File: src/hw/rtl/case_insensitive_adler_checksum_defines.svh
// assertion macros for the case-insensitive adler checksum block
`ifndef CASE_INSENSITIVE_ADLER_CHECKSUM_DEFINES_SVH
`define CASE_INSENSITIVE_ADLER_CHECKSUM_DEFINES_SVH

// same-cycle implication, checked outside reset
`define CIA_ASSERT_NOW(label, ante, cons, msg) \
  label: assert property (@(posedge clk) disable iff (!rst_n) (ante) |-> (cons)) \
    else $error(msg);

// next-cycle implication, checked outside reset
`define CIA_ASSERT_NEXT(label, ante, cons, msg) \
  label: assert property (@(posedge clk) disable iff (!rst_n) (ante) |=> (cons)) \
    else $error(msg);

`endif

File: src/hw/rtl/cia_pkg.sv
// shared types, constants and helper functions for the adler checksum block
package cia_pkg;

  // adler modulus, one bit wider than the sums so a raw sum compares directly
  localparam logic [16:0] CIA_ADLER_MOD = 17'd65521;

  // default depth of the queue between front and back
  localparam int CIA_QUEUE_DEPTH = 4;

  // ascii range that gets folded to lower case
  localparam logic [7:0] CIA_UPPER_FIRST = 8'h41;
  localparam logic [7:0] CIA_UPPER_LAST  = 8'h5A;
  localparam logic [7:0] CIA_CASE_OFFSET = 8'h20;

  // one classified item as it sits in the queue
  typedef struct packed {
    logic       last;
    logic       valid;
    logic [7:0] chr;
  } cia_item_t;

  // queue status seen by front and back
  typedef struct packed {
    logic full;
    logic empty;
  } cia_qstat_t;

  function automatic logic [7:0] fold_lower(logic [7:0] b);
    logic [7:0] r;
    r = b;
    if ((b >= CIA_UPPER_FIRST) && (b <= CIA_UPPER_LAST)) begin
      r = b + CIA_CASE_OFFSET;
    end
    return r;
  endfunction

  // both operands below the modulus, so one conditional subtract suffices
  function automatic logic [15:0] add_mod(logic [15:0] a, logic [15:0] b);
    logic [16:0] s;
    s = {1'b0, a} + {1'b0, b};
    if (s >= CIA_ADLER_MOD) begin
      s = s - CIA_ADLER_MOD;
    end
    return s[15:0];
  endfunction

endpackage

File: src/hw/rtl/case_insensitive_adler_checksum.sv
// top level of the case-insensitive adler checksum block
// Case-insensitive Adler-style string checksum. Bytes stream in on the in_
// channel, one byte per transaction, with in_tuser marking a real character
// and in_tlast marking the end of a string; upper-case ASCII letters are
// folded to lower case before summing. Both sums start at zero (unlike plain
// adler32), are kept modulo 65521, and on the ending transaction the block
// returns {high_sum, low_sum} on out_tdata and clears both sums, so an ending
// transaction with no character on fresh sums gives zero. Transactions with
// neither a character nor an end mark are taken and ignored. The block takes
// one transaction per cycle while the queue is not full; that rate rests on
// the back end's two chained add-and-subtract-modulus steps being combinational.
// The result's out_tvalid comes from the result register: the ending item is
// first written into a queue slot, then the back end pops it and loads the
// result register. Only a stalled result register holds the back end, and
// then only at an ending transaction; the queue of QUEUE_DEPTH entries keeps
// the input side running meanwhile, until it fills.
`include "case_insensitive_adler_checksum_defines.svh"

module case_insensitive_adler_checksum
  import cia_pkg::*;
#(
  parameter int QUEUE_DEPTH = CIA_QUEUE_DEPTH
) (
  input  logic        clk,
  input  logic        rst_n,
  // input channel
  input  logic        in_tvalid,
  output logic        in_tready,
  input  logic [7:0]  in_tdata,   // [7:0] char_byte
  input  logic        in_tuser,   // [0] char_valid
  input  logic        in_tlast,   // end_of_string
  // result channel
  output logic        out_tvalid,
  input  logic        out_tready,
  output logic [31:0] out_tdata   // [31:0] hash_value
);

  cia_qstat_t q_stat;
  cia_item_t  push_item;
  cia_item_t  head;
  logic       push;
  logic       pop;

  // front: classify and fold, drop transactions that carry nothing
  cia_front u_front (
    .in_tvalid (in_tvalid),
    .in_tready (in_tready),
    .in_tdata  (in_tdata),
    .in_tuser  (in_tuser),
    .in_tlast  (in_tlast),
    .q_stat    (q_stat),
    .push      (push),
    .push_item (push_item)
  );

  // decoupling queue between the two halves
  cia_queue #(
    .QUEUE_DEPTH (QUEUE_DEPTH)
  ) u_queue (
    .clk       (clk),
    .rst_n     (rst_n),
    .push      (push),
    .push_item (push_item),
    .pop       (pop),
    .head      (head),
    .q_stat    (q_stat)
  );

  // back: running sums and registered result
  cia_back u_back (
    .clk        (clk),
    .rst_n      (rst_n),
    .head       (head),
    .q_stat     (q_stat),
    .pop        (pop),
    .out_tvalid (out_tvalid),
    .out_tready (out_tready),
    .out_tdata  (out_tdata)
  );

  // both halves of a result are reduced sums
  `CIA_ASSERT_NOW(a_sums_reduced, out_tvalid, ((out_tdata[15:0] < CIA_ADLER_MOD[15:0]) && (out_tdata[31:16] < CIA_ADLER_MOD[15:0])), "result sum not reduced")
  // an ending item never overwrites a result that is still waiting
  `CIA_ASSERT_NOW(a_no_overwrite, (pop && head.last), (!out_tvalid || out_tready), "pending result overwritten")
  // a new result only follows an ending item leaving the queue
  `CIA_ASSERT_NEXT(a_result_source, (!out_tvalid || out_tready) && !(pop && head.last), !out_tvalid, "result without ending item")
  // the back end only takes from a queue that holds something
  `CIA_ASSERT_NOW(a_pop_nonempty, pop, !q_stat.empty, "pop from empty queue")

endmodule

File: src/hw/rtl/cia_front.sv
// front end: accepts input transactions, folds case and drops idle items
module cia_front
  import cia_pkg::*;
(
  input  logic       in_tvalid,
  output logic       in_tready,
  input  logic [7:0] in_tdata,
  input  logic       in_tuser,
  input  logic       in_tlast,
  input  cia_qstat_t q_stat,
  output logic       push,
  output cia_item_t  push_item
);

  assign in_tready = !q_stat.full;

  // an item with no character and no end mark changes nothing
  assign push = in_tvalid && in_tready && (in_tuser || in_tlast);

  always_comb begin
    push_item.last  = in_tlast;
    push_item.valid = in_tuser;
    push_item.chr   = fold_lower(in_tdata);
  end

endmodule

File: src/hw/rtl/cia_queue.sv
// short first-in first-out queue between front and back
module cia_queue
  import cia_pkg::*;
#(
  parameter int QUEUE_DEPTH = CIA_QUEUE_DEPTH
) (
  input  logic       clk,
  input  logic       rst_n,
  input  logic       push,
  input  cia_item_t  push_item,
  input  logic       pop,
  output cia_item_t  head,
  output cia_qstat_t q_stat
);

  localparam int PW = (QUEUE_DEPTH > 1) ? $clog2(QUEUE_DEPTH) : 1;
  localparam int CW = $clog2(QUEUE_DEPTH + 1);

  cia_item_t         slot_r [QUEUE_DEPTH];
  logic [PW-1:0]     wr_ptr_r, wr_ptr_nxt;
  logic [PW-1:0]     rd_ptr_r, rd_ptr_nxt;
  logic [CW-1:0]     count_r, count_nxt;

  assign wr_ptr_nxt = (wr_ptr_r == PW'(QUEUE_DEPTH - 1)) ? '0 : wr_ptr_r + PW'(1);
  assign rd_ptr_nxt = (rd_ptr_r == PW'(QUEUE_DEPTH - 1)) ? '0 : rd_ptr_r + PW'(1);

  always_comb begin
    count_nxt = count_r;
    case ({push, pop})
      2'b10:   count_nxt = count_r + CW'(1);
      2'b01:   count_nxt = count_r - CW'(1);
      default: count_nxt = count_r;
    endcase
  end

  always_ff @(posedge clk) begin
    if (!rst_n) begin
      wr_ptr_r <= '0;
      rd_ptr_r <= '0;
      count_r  <= '0;
    end else begin
      if (push) begin
        wr_ptr_r <= wr_ptr_nxt;
      end
      if (pop) begin
        rd_ptr_r <= rd_ptr_nxt;
      end
      count_r <= count_nxt;
    end
  end

  always_ff @(posedge clk) begin
    if (push) begin
      slot_r[wr_ptr_r] <= push_item;
    end
  end

  assign head         = slot_r[rd_ptr_r];
  assign q_stat.full  = (count_r == CW'(QUEUE_DEPTH));
  assign q_stat.empty = (count_r == '0);

endmodule

File: src/hw/rtl/cia_back.sv
// back end: running adler sums and the registered result stage
module cia_back
  import cia_pkg::*;
(
  input  logic        clk,
  input  logic        rst_n,
  input  cia_item_t   head,
  input  cia_qstat_t  q_stat,
  output logic        pop,
  output logic        out_tvalid,
  input  logic        out_tready,
  output logic [31:0] out_tdata
);

  logic [15:0] low_r, low_nxt;
  logic [15:0] high_r, high_nxt;
  logic        out_valid_r;
  logic [31:0] out_data_r;
  logic [15:0] low_sum;
  logic [15:0] high_sum;

  // an ending item needs a free result register, other items always go
  assign pop = !q_stat.empty && (!head.last || !out_valid_r || out_tready);

  always_comb begin
    low_sum  = low_r;
    high_sum = high_r;
    if (head.valid) begin
      low_sum  = add_mod(low_r, {8'h00, head.chr});
      high_sum = add_mod(high_r, low_sum);
    end
    low_nxt  = head.last ? 16'h0000 : low_sum;
    high_nxt = head.last ? 16'h0000 : high_sum;
  end

  always_ff @(posedge clk) begin
    if (!rst_n) begin
      low_r       <= '0;
      high_r      <= '0;
      out_valid_r <= 1'b0;
    end else begin
      if (pop) begin
        low_r  <= low_nxt;
        high_r <= high_nxt;
      end
      if (pop && head.last) begin
        out_valid_r <= 1'b1;
      end else if (out_tready) begin
        out_valid_r <= 1'b0;
      end
    end
  end

  always_ff @(posedge clk) begin
    if (pop && head.last) begin
      out_data_r <= {high_sum, low_sum};
    end
  end

  assign out_tvalid = out_valid_r;
  assign out_tdata  = out_data_r;

endmodule

File: config.mk
export PLATFORM = sky130hd
export DESIGN_NAME = case_insensitive_adler_checksum
export DESIGN_NICKNAME = d
export VERILOG_FILES = /design/src/hw/rtl/cia_pkg.sv /design/src/hw/rtl/case_insensitive_adler_checksum.sv /design/src/hw/rtl/cia_front.sv /design/src/hw/rtl/cia_queue.sv /design/src/hw/rtl/cia_back.sv
export VERILOG_INCLUDE_DIRS = /design/src /design/src/hw/rtl
export SDC_FILE = /design/constraint.sdc
export NUM_CORES = 1
export LEC_CHECK = 0
export BUFFER_PORTS_ARGS = -buffer_cell sky130_fd_sc_hd__buf_2
export CORE_ASPECT_RATIO = 1.25
export CORE_MARGIN = 5
export CORE_UTILIZATION = 33
export DETAILED_ROUTE_END_ITERATION = 6
export MAX_ROUTING_LAYER = met4
export REMOVE_ABC_BUFFERS = 1
export SKIP_LAST_GASP = 1
export SYNTH_ARGS = -nofsm -noshare
export SYNTH_HDL_FRONTEND = slang
export SYNTH_SLANG_ARGS = --single-unit
File: constraint.sdc
create_clock -name clk -period 9.3 [get_ports clk]
set_clock_uncertainty 0.15 [all_clocks]
set_input_delay 1.86 -clock clk [delete_from_list [all_inputs] [get_ports clk]]
set_output_delay 1.86 -clock clk [all_outputs]
set_load 0.05 [all_outputs]
Word level (Yosys, flattened, before mapping)
Memory sizes are Yosys's and may differ from the RTL's. A register that Yosys moved wholly into a read port is not among the register bits.
Index checks and enable logic that the tools add are counted.
W data, S select, Z words.
{"block": "totals", "regBits": 72, "ramBits": 40, "n_memories": 1, "wordCells": 58}
{"name": "u_queue.slot_r", "depth": 4, "word_bits": 10, "read_ports": 1, "rd_clocked_by_memory_dff": 1, "wr": 1, "line_no": "cia_queue.sv:19", "rtl": "cia_item_t slot_r [QUEUE_DEPTH];"}
{"block": "op_classes", "muxes": 17, "n_addsub": 9, "eq_ne": 5, "magnitude_cmp": 4, "reduce_logical": 15}
{"operator": "$mux W16", "n": 7}
{"operator": "$ge A17 B16 Y1 const B", "n": 2}
{"operator": "$sub A16 B16 Y16 const B", "n": 2}
{"operator": "$add A16 B16 Y17", "n": 1}
{"operator": "$add A16 B8 Y17", "n": 1}
{"operator": "$add A8 B6 Y8 const B", "n": 1}
{"operator": "$ge A8 B7 Y1 const B", "n": 1}
{"operator": "$le A8 B7 Y1 const B", "n": 1}
{"operator": "$mux W2", "n": 4}
{"operator": "$mux W8", "n": 1}
{"operator": "$eq A2 B2 Y1 const B", "n": 3}
{"operator": "$pmux W3 S2", "n": 1}
{"operator": "$logic_and A1 B1 Y1", "n": 5}
{"operator": "$add A2 B1 Y2 const B", "n": 2}
{"operator": "$logic_not A1 Y1", "n": 4}
{"operator": "$mux W1", "n": 4}
{"operator": "$reduce_bool A2 Y1", "n": 2}
{"operator": "$add A3 B1 Y3 const B", "n": 1}
{"operator": "$eq A3 B3 Y1 const B", "n": 1}
{"operator": "$logic_not A3 Y1", "n": 1}
{"operator": "$logic_or A1 B1 Y1", "n": 3}
{"operator": "$sub A3 B1 Y3 const B", "n": 1}
{"operator": "$eq A2 B1 Y1 const B", "n": 1}

Longest topological paths before layout
{"block": "depth", "depth_word": 9, "ltp_mapped": 26}

Hierarchy
A second synthesis with hierarchy kept.
{"block": "hier_totals", "hier_cells": 689, "area_unflattened_um2": 6964.2}
{"module": "cia_back", "n_inst": 1, "cells_each": 570, "area_per_inst_um2": 4912.2, "seq_area_each_um2": 1621.6}
{"module": "cia_queue", "n_inst": 1, "cells_each": 99, "area_per_inst_um2": 1906.8, "seq_area_each_um2": 1381.3}
{"module": "cia_front", "n_inst": 1, "cells_each": 20, "area_per_inst_um2": 145.1, "seq_area_each_um2": 0.0}

Worst setup path after synthesis
OpenSTA, ideal clock, no wires.
{"block": "synth_path", "path_type": "register to register", "startpoint": "register with a tool-made name", "endpoint": "register u_back.out_data_r[19] (netlist: u_back.out_tdata[19]), data pin", "slack_ns": 2.405, "arrival_ns": 6.485, "path_stages_with_launch": 26, "setup_ns": 0.260, "n_path_buf": 2, "path_cell_list": "dfxtp_1 buf_2 mux4_2 ha_1 fa_1 a21o_1 o2bb2ai_2 o31a_1 buf_6 o32a_1 o311ai_2 nand3_2 o31ai_4 xnor2_1 ha_1 inv_1 fa_1 nand3b_1 a211oi_2 nor3_2 a221o_1 a221o_2 nor4_4 o21bai_2 a211o_1 mux2_2"}
{"item": "end signal, assigned", "line_no": "cia_back.sv:56", "rtl": "out_data_r <= {high_sum, low_sum};"}
{"item": "end, declared", "line_no": "cia_back.sv:18", "rtl": "logic [31:0] out_data_r;"}

==> metrics <==
Final Hold Slack=approximately 340 ps; share of synthesized registers carrying an async set or reset=0%; pre-CTS WS=1390 ps; total number of vias=5,661; Finished Layout Cells=1,061; Crit path largest cell delay=790 ps; # DRC=0; routed wire length=roughly 17,000 um; syn avg cell area=9.81 um2; crit path launch type=register; Synth Warn #=0; GR met2 Demand/Resource=24.9%; most frequent cell after synthesis=edfxtp_1; setup ws final=1350 ps; Reg2Reg Depth=23; Final Core Density=38.3%; setup TNS=0 ps; DRT antenna net count=0; HP Class=reg -> reg; worst-path cell chain=mux4_2 > ha_1 > fa_1 > a21o_1 > o2bb2ai_2 > o31ai_1 > o2111ai_1 > a21oi_1 > o22ai_1 > o31ai_4 > xnor2_1 > ha_1 > inv_1 > fa_1 > nand3b_1 > a21oi_1 > nor3_1 > nor4b_2 > nand4_4 > nor4_4 > o21bai_2 > a211o_1 > mux2_2; clock sinks=between 100 and 150; Synth Cell Area=7180 um2; Placed Area=around 7600 um2; Final Cell Area=8230 um2; Leak Pwr=3.03 nW; top post-synthesis cells by area=edfxtp_1 30%, dfxtp_1 12%, ha_1 6.4%; Slew headroom=35.1%; Top delay family on crit path=compound AO/OA/AOI/OAI gates; nets=823; grt met3 use=3.15%; Worst-path clk slew=roughly 60 ps; Tot GR Track Use=14.6%; Synth area leader=edfxtp_1; Tightest Pin Transition=969 ps; fin crit share=85.4%; CTS max path bufs=2; vias in the first global route=about 5,600; Vias per Instance=5.34; Hold Buf Count CTS=0; core area=between 20,000 and 25,000 um2; #FFs+latches synth=114; Die Span X=142 um; Root Driver=clkbuf_16; CTS tree=built; initial DRC count=269; Fin. Hold Viols=0; GPL Wtd Cong=0.942; Avg WL per Cell=16.5 um; Design Power=2.99 mW; minimum clock period=7950 ps; antenna violations before repair=0; Max Cap Violations=0; drt first pass iters=5; cts repair resizes=0; cell count after synthesis=732; Crit Reg-Reg Endpoint=u_back.out_tdata[19]; DP Cell Count=approximately 1,000; Port Buf Inserts=47; Die ar.=24,800 um2; largest net degree at the start of global routing=44; number of I/O pins=48; standard-cell row count=60; gr busiest metal=met2; Seq/Total Area, Yosys=between 40% and 50%; post-synthesis cell type count=86; Area Overhead vs Synth=14.6%; post-synth top area share=30.1%; CP required=9320 ps; Congestion Overflow GR=0; Power Density=364 nW/um2; Synth Flop Type=edfxtp_1; Initial Utilization=33.4%; Critical-path top delay cell=dfxtp_1; layout cell share with drive strength beyond 1=16.6%; Setup Crit Path Kind=reg -> reg; critical path arrival=roughly 8000 ps; first-pass GRT wire length=28,300 um; CP Max Fanout=11; total CTS buffers=17; grt met1 use=16.9%; Die Y=175 um; outcome=finished clean; peak supply drop=0.159 mV; Final Setup Violations=0; CP endpoint kind=register; Post-DP HPWL=12,800 um; RSZ-0062 raised after global routing=no; hold path startpoint=u_back.high_r[15]; Clk Latency, worst-skew pair=430 ps; Hold Path Sink=u_back.high_r[15]; max-slew violation count=0; htree depth=4; top post-synthesis cells by count=72 x edfxtp_1, 71 x nand2_1, 51 x nor2_1; worst hold path depth=2; antenna fix cells=0; Achievable Freq=0.126 GHz; reg-to-reg slack, setup=1350 ps; Post-CTS Setup Repair Bufs=0; Bufs and invs on worst path=1; Post-synth EDFFs=72
tightest hold or removal path, delay by kind of cell (launching register included):
family / cells / cell delay, ps
AO/OA/AOI/OAI: 1 / 60
AND/OR/NAND/NOR: 1 / 50
flip-flops: 1 / 320
state kept, by name, indices dropped and copies added, names as in the netlist, named ones only:
name / count
u_back.high_r: 16
u_back.low_r: 16
u_back.out_tdata: 32
u_back.out_tvalid: 1
u_queue.count_r: 3
u_queue.rd_ptr_r: 2
u_queue.slot_r: 40
u_queue.wr_ptr_r: 2
worst max-delay path by stage:
| stage | startpoint | to | slack, ps | cells after the start |
|---|---|---|---|---|
| 3_3_place_gp | register | u_back.out_tdata[19] | 1560 | 23 |
| 4_1_cts | register | u_back.out_tdata[19] | 1310 | 23 |
| 3_5_place_dp | register | u_back.out_tdata[19] | 1390 | 23 |
| 5_1_grt | register | u_back.out_tdata[19] | 790 | 23 |
| 6_report | register | u_back.out_tdata[19] | 1350 | 23 |
| 2_1_floorplan | register | u_back.out_tdata[19] | 2320 | 23 |
cell usage in the layout, fill, tap and decap left out, types with 7 or more instances in the layout:
cell type,netlist,routed
a21oi_1,47,47
mux4_2,9,9
nor3_1,17,16
clkbuf_16,0,17
nand2_1,71,71
inv_1,31,31
xnor2_1,28,28
dfxtp_1,42,42
o211ai_1,9,9
o31ai_1,9,9
o21ai_0,50,50
xor2_1,14,14
nand3_1,30,30
edfxtp_1,72,72
mux2_2,9,9
nor2_1,51,51
a31oi_1,11,11
a21o_1,12,12
and2_1,13,13
buf_2,9,47
mux2i_1,10,9
and3_1,7,7
ha_1,37,37
nor4_1,9,9
layout make-up:
class,instances,area (um2)
clock inverters,15,158
clock buffers,17,425
inverters,32,120
flip-flops and latches,114,3000
well taps,279,349
multi-input cells,554,3920
fillers,2196,13200
repair buffers,50,258
layer usage:
layer  vias up  wire length [um]
li1       2825                 -
met4         0               459
met3        38               630
met2       136              8760
met5         -                 0
met1      2662              7600
kinds of logic (layout without fill, tap and decap cells):
logic type,after synthesis,in the layout,synth area share (%)
fa+ha+maj,40,40,7.28
mux,28,28,5.63
flops,114,114,41.8
buf+inv,64,114,3.76
simple gates,235,235,16.5
xor+xnor,42,42,5.12
compound gates,209,209,19.9
report_power, final:
group / total [mW] / internal [mW] / switching, mW
sequential: 0.763 / 0.698 / 0.0643
clock: 0.647 / 0.396 / 0.251
combinational: 1.58 / 0.494 / 1.09
No activity file was read; power rests on OpenSTA's default activity.
